==> config.mk <==
export PLATFORM = sky130hd
export DESIGN_NAME = rgsg_front
export DESIGN_NICKNAME = d
export VERILOG_FILES = /design/src/rtl/rgsg_pkg.sv /design/src/rtl/rgsg_front.sv
export SDC_FILE = /design/constraint.sdc
export NUM_CORES = 1
export LEC_CHECK = 0
export BUFFER_PORTS_ARGS = -buffer_cell sky130_fd_sc_hd__buf_2
export CAP_MARGIN = 20
export CORE_MARGIN = 5
export CORE_UTILIZATION = 66
export DETAILED_ROUTE_END_ITERATION = 10
export GPL_ROUTABILITY_DRIVEN = 0
export MAX_ROUTING_LAYER = met4
export PLACE_DENSITY = 0.95
export SYNTH_ARGS = -nofsm -noshare
export SYNTH_HDL_FRONTEND = slang
export SYNTH_SLANG_ARGS = --single-unit
==> constraint.sdc <==
create_clock -name clk -period 9.1 [get_ports clk]
set_input_delay 1.82 -clock clk [delete_from_list [all_inputs] [get_ports clk]]
set_output_delay 1.82 -clock clk [all_outputs]
set_load 0.01 [all_outputs]
==> src/rtl/rgsg_pkg.sv <==
// Shared types and constants for the regular grid sample generator.
package rgsg_pkg;

	typedef enum logic [2:0] {
		REG_X_RESOLUTION = 3'd0,
		REG_SAMPLES_X    = 3'd1,
		REG_SAMPLES_Y    = 3'd2,
		REG_X_FRACTION   = 3'd3,
		REG_Y_FRACTION   = 3'd4,
		REG_X_SCALE      = 3'd5,
		REG_Y_SCALE      = 3'd6
	} cfg_reg_t;

	localparam int unsigned CFG_IDX_W  = 3;
	localparam int unsigned CFG_DATA_W = 32;
	localparam int unsigned RES_W      = 13;
	localparam int unsigned COUNT_W    = 4;
	localparam int unsigned FRAC_W     = 17;
	localparam int unsigned SCALE_W    = 32;
	localparam int unsigned POS_W      = 32;
	localparam int unsigned SIDX_W     = 6;
	localparam int unsigned PIDX_W     = 24;
	localparam int unsigned FRAC_SHIFT = 16;

	localparam logic [FRAC_SHIFT-1:0] ROUND_HALF = 16'h8000;
	localparam logic [POS_W-1:0]      POS_MAX    = 32'h7fff_ffff;
	localparam logic [POS_W-1:0]      POS_ONE    = 32'h4000_0000;
	localparam logic [63:0]           SAT_LIMIT  = 64'd3221225472;

	localparam logic [RES_W-1:0]   RST_X_RESOLUTION = 13'd512;
	localparam logic [COUNT_W-1:0] RST_SAMPLES      = 4'd2;
	localparam logic [FRAC_W-1:0]  RST_FRACTION     = 17'd32768;
	localparam logic [SCALE_W-1:0] RST_SCALE        = 32'd4194304;

endpackage

==> src/rtl/rgsg_front.sv <==
// Front end: accepts pixel transactions, forms the linear pixel id and queues them.
module rgsg_front import rgsg_pkg::*; #(
	parameter int COORD_BITS = 12
) (
	input  logic                  clk,
	input  logic                  arst_n,
	input  logic                  in_valid,
	output logic                  in_stall,
	input  logic [COORD_BITS-1:0] pixel_x,
	input  logic [COORD_BITS-1:0] pixel_y,
	input  logic [RES_W-1:0]      x_resolution,
	output logic                  item_valid,
	input  logic                  item_pop,
	output logic [COORD_BITS-1:0] item_px,
	output logic [COORD_BITS-1:0] item_py,
	output logic [PIDX_W-1:0]     item_pid
);

	localparam int PF_W = (COORD_BITS + RES_W > PIDX_W) ? COORD_BITS + RES_W : PIDX_W;

	logic [COORD_BITS-1:0] px_q [2];
	logic [COORD_BITS-1:0] py_q [2];
	logic [PIDX_W-1:0]     pid_q [2];
	logic                  wr_ptr_q;
	logic                  rd_ptr_q;
	logic [1:0]            count_q;
	logic                  push;
	logic [PF_W-1:0]       pid_full;

	assign in_stall = (count_q == 2'd2);
	assign push     = in_valid && !in_stall;
	assign pid_full = PF_W'(pixel_y) * PF_W'(x_resolution) + PF_W'(pixel_x);

	assign item_valid = (count_q != 2'd0);
	assign item_px    = px_q[rd_ptr_q];
	assign item_py    = py_q[rd_ptr_q];
	assign item_pid   = pid_q[rd_ptr_q];

	always_ff @(posedge clk) begin
		if (push) begin
			px_q[wr_ptr_q]  <= pixel_x;
			py_q[wr_ptr_q]  <= pixel_y;
			pid_q[wr_ptr_q] <= pid_full[PIDX_W-1:0];
		end
	end

	always_ff @(posedge clk or negedge arst_n) begin
		if (!arst_n) begin
			wr_ptr_q <= 1'b0;
			rd_ptr_q <= 1'b0;
			count_q  <= 2'd0;
		end else begin
			if (push) begin
				wr_ptr_q <= !wr_ptr_q;
			end
			if (item_pop) begin
				rd_ptr_q <= !rd_ptr_q;
			end
			if (push && !item_pop) begin
				count_q <= count_q + 2'd1;
			end else if (!push && item_pop) begin
				count_q <= count_q - 2'd1;
			end
		end
	end

endmodule

; Word level (Yosys, flattened, before mapping)
; Memories as Yosys holds them, arrays and structs flattened.
; Index checks and enable logic that the tools add are counted.
[op_classes]
n_addsub = 3
multipliers = 1
n_eq_ne = 1
mux = 4
reduce_logical = 10
[op_table]
columns = operator, count
row1 = $add A24 B12 Y24, 1
row2 = $mul A12 B13 Y24, 1
row3 = $logic_not A1 Y1, 5
row4 = $mux W2, 2
row5 = $reduce_bool A2 Y1, 2
row6 = $logic_and A1 B1 Y1, 3
row7 = $add A2 B1 Y2 const B, 1
row8 = $eq A2 B2 Y1 const B, 1
row9 = $mux W1, 2
row10 = $sub A2 B1 Y2 const B, 1
[totals]
reg_bits = 4
ram_bits = 96
input_bits = 41
out_inout_bits = 50
word_cells = 25
memories = 3
[memory_table]
columns = memory, depth, word_bits, rd, rd_clocked_by_memory_dff, write_ports, line_no
row1 = pid_q, 2, 24, 1, 0, 1, rgsg_front.sv:23  ; logic [PIDX_W-1:0] pid_q [2];
row2 = px_q, 2, 12, 1, 0, 1, rgsg_front.sv:21  ; logic [COORD_BITS-1:0] px_q [2];
row3 = py_q, 2, 12, 1, 0, 1, rgsg_front.sv:22  ; logic [COORD_BITS-1:0] py_q [2];

; Longest topological paths before layout
[logic_depth]
word_depth = 7
mapped_depth = 19
depth_no_buf = 18

; Worst setup path after synthesis
; Ideal clock, no wire load.
[synth_timing]
path_kind = input to register
startpoint = in pixel_y[3]
endpoint = mem pid_q[0][21] (data pin)
setup_ps = 267
arrival_ps = 6268
required_time_ps = 8833
path_slack_ps = 2564
cell_stages = 19
n_path_buf = 1
cell_sequence = clkbuf_1 > nand2_1 > fa_1 > inv_1 > fa_1 > inv_1 > fa_1 > inv_1 > fa_1 > inv_1 > fa_1 > inv_1 > ha_1 > a21oi_1 > o21ai_0 > a211o_1 > a32o_1 > o41ai_2 > xnor2_1
[synth_via]
elab_chain_cells = 2
[synth_lines]
columns = item, line_no
row1 = from (decl), rgsg_front.sv:10  ; input logic [COORD_BITS-1:0] pixel_y,
row2 = $mul A12 B13 Y24, rgsg_front.sv:32  ; assign pid_full = PF_W'(pixel_y) * PF_W'(x_resolution) + PF_W'(pixel_x);
row3 = $add A24 B12 Y24, rgsg_front.sv:32
row4 = via pid_full[21], rgsg_front.sv:28  ; logic [PF_W-1:0] pid_full;
row5 = to (decl), rgsg_front.sv:23
; The timed path passes the listed nets, and every way through them passes these cells.

; Worst setup path in the final report
[layout_timing]
startpoint = in pixel_y[6]
endpoint = mem pid_q[0][22] (data pin)
; Same word-level chain as after synthesis.

==> flow_summary.json <==
{
  "crit_chain": "buf_2, nand2_1, fa_1, inv_1, fa_1, fa_1, fa_1, inv_1, fa_1, inv_1, ha_1, a21oi_1, o211ai_1, o32ai_1, o21ai_0, xor2_1",
  "cts_tree": "yes",
  "ys_types": 38,
  "syn_nets": 1064,
  "die_area_um2": 16300,
  "final_core_util_pct": 73.1,
  "status": "finished clean",
  "reg2reg_from": "count_q[0]",
  "critPathSlowestCell": "fa_1",
  "critPathArrivalTime_ns": 6.72,
  "synth_top_area_cell": "edfxtp_1",
  "critPathTopFamily": "adder cells",
  "endpoint_kind": "flop",
  "clkPwrFrac_pct": 10.2,
  "grt_usage_pct": 26.0,
  "fin_worst_skew_ns": 0.00667,
  "nets": 1137,
  "synth_top_area_share_pct": 31.5,
  "synth_seq_cells": 100,
  "hold_path.startpoint": "count_q[1]",
  "htree_levels": 3,
  "wl_met1_mm": 6.79,
  "path_buf_inv": 4,
  "post_cts_resized": 0,
  "grt_max_degree": 50,
  "finalCritPeriodShare_pct": 72.9,
  "hold_ws_ns": 0.495,
  "io_buffers": 90,
  "peakVddDrop_uv": 295,
  "diodes": 0,
  "hold_violations": 0,
  "route.vias.total": 6210,
  "clk_path_buf_depth": 2,
  "rsz0062_at_grt": "no",
  "startpoint": "pixel_y[6]",
  "cts_sinks": 100,
  "wl_per_cell_um": 18.0,
  "grt_overflow": 0,
  "die_h_um": 128,
  "setup_viol": 0,
  "comb_power_share_pct": 65.0,
  "synth_area_leaders": "edfxtp_1 31%, fa_1 26%, ha_1 9.4%",
  "fillers": 878,
  "drv_cap": 0,
  "setup_tns_ns": 0,
  "first_global_vias": 7042,
  "drc": 0,
  "cts_made_buffers": 9,
  "dp_cells": 1075,
  "required_ns": 9.18,
  "fmax_mhz": 151,
  "highest_layer": "met4",
  "finalNonFillerCells": 1092,
  "wirelength_mm": 19.6,
  "die-width_um": 128,
  "p_leak_nw": 4.77,
  "swShare_pct": 44.0,
  "grt_pass1_wl_mm": 32.4,
  "intPower_mw": 2.16,
  "cp_slowest_stage_delay_ns": 0.56,
  "core_area_um2": 13800,
  "area_delta_synth_final_pct": 9.89,
  "final.min_clock_period_ns": 6.63,
  "critical_path_class": "input port to flop",
  "dr_wl_met2_mm": 10.6,
  "fp-row-count": 43,
  "drtIter0Drc": 550,
  "p_total_mw": 3.85,
  "synth_edf_count": 96,
  "cts-root-buf": "clkbuf_16",
  "async_flop_share_pct": 4.00,
  "ant_nets": 0,
  "insertion_delay_ns": 0.34,
  "avgSynthCellArea_um2": 11.0,
  "ctsHoldBuffers": 0,
  "start_util_pct": 66.5,
  "max_slew.worst_pin.slew_ns": 0.677,
  "power_density_nw_per_um2": 382,
  "slew_headroom_pct": 54.8,
  "hp-class": "flop to flop",
  "final_layout_size_suffix_gt1_share_pct": 17.8,
  "dp_hpwl_mm": 14.6,
  "synth.yosys.seq_area_share_pct": 32.6,
  "cts_setup_buffers": 0,
  "io_pins": 91,
  "synthesis.area_um2": 9160,
  "slew_viol_final": 0,
  "drtPass1Iterations": 5,
  "cp_common_cell": "fa_1",
  "crit_path_max_fanout": 15,
  "cp-start-kind": "input port",
  "p_seq_share_pct": 24.9,
  "yosysWarnings": 0,
  "route.met3.wl_mm": 1.12,
  "synth-main-ff-cell": "edfxtp_1",
  "via_per_inst": 5.69,
  "p_switching_mw": 1.69,
  "synthCells": 834,
  "clkTransAtPathRegs_ns": 0.07,
  "antenna_found_initial": 0
}
[power by group through the flow]
stage / logic (mW) / clock network [mW] / registers, mW
after floorplan: 1.84 / 0 / 0.936
after global placement: 2.31 / 0 / 0.979
after detailed placement: 2.42 / 0 / 0.992
after CTS: 2.46 / 0.393 / 0.983
after global routing: 2.77 / 0.412 / 0.970
final: 2.50 / 0.391 / 0.957
[cell usage in the layout (no fill, tap or decap), drive strengths merged, types with 4 or more instances in the layout]
cell type / count
edfxtp: 96
clkbuf: 10
mux2: 48
dfrtp: 4
xor2: 10
xnor2: 18
buf: 93
o21ai: 7
nor2: 15
ha: 69
nand2: 95
a21o: 9
and2: 73
fa: 120
a21oi: 16
inv: 193
[worst reg2reg max path, cell delays in order, from the launching register on]
cell      delay [ns]
dfrtp_1         0.42
nand2b_1        0.16
nand2_1         0.14
nor2_4          0.10
buf_4           0.55
[state kept, by name, indices dropped and copies added (netlist names)]
register	cells
count_q	2
pid_q	48
rd_ptr_q	1
wr_ptr_q	1
px_q	24
py_q	24
[worst paths after layout]
kind / end / slack, ns / cells after the start
max: pid_q[0][22] / 2.47 / 16
min: count_q[1] / 0.49 / 1
max reg2reg: px_q[0][8] / 7.33 / 4
min reg2reg: count_q[1] / 0.49 / 1
max in group asynchronous: rd_ptr_q / 7.70 / 1
min in group asynchronous: wr_ptr_q / 1.26 / 1
[cells by family after synthesis]
kind of cell | share of synthesized area [%]
AO/OA/AOI/OAI | 3.78
XOR/XNOR | 2.68
adder cells (fa/ha/maj) | 35.6
buffers and inverters | 9.09
flip-flops | 32.6
multiplexers | 5.90
AND/OR/NAND/NOR | 10.4
[synth_stat cells (4+ instances only)]
library cell	number
fa_1	120
o21ai_0	7
clkbuf_1	27
mux2_2	48
buf_1	4
a21oi_1	16
ha_1	69
xnor2_1	18
inv_1	191
edfxtp_1	96
dfrtp_1	4
nand2_1	95
xor2_1	10
nor2_1	15
and2_1	73
a21o_1	9
[stage by stage]
| stage | setup slack, ns | instance area [um2] |
|---|---|---|
| after floorplan | 2.56 | 9160 |
| after global placement | 2.40 | 9750 |
| final | 2.47 | 10100 |
| after detailed placement | 2.21 | 9750 |
| after global routing | 2.32 | 10100 |
| after CTS | 2.56 | 10000 |
[cell type report]
class / count / area [um2] / share of cell area, %
Clock inverter: 6 / 72.6 / 0.721
Sequential cell: 100 / 2980 / 29.6
Tap cell: 180 / 225 / 2.24
Inverter: 191 / 717 / 7.12
Timing Repair Buffer: 93 / 485 / 4.82
Multi-Input combinational cell: 512 / 5360 / 53.2
Clock buffer: 10 / 229 / 2.27
[metal layers]
| layer | GRT usage (%) | vias to the layer above |
|---|---|---|
| met5 | - | - |
| met4 | 13.7 | 0 |
| met3 | 4.46 | 82 |
| met2 | 47.6 | 268 |
| met1 | 26.5 | 3118 |
| li1 | - | 2742 |
Note: power is estimated with default switching activity, not from simulation.
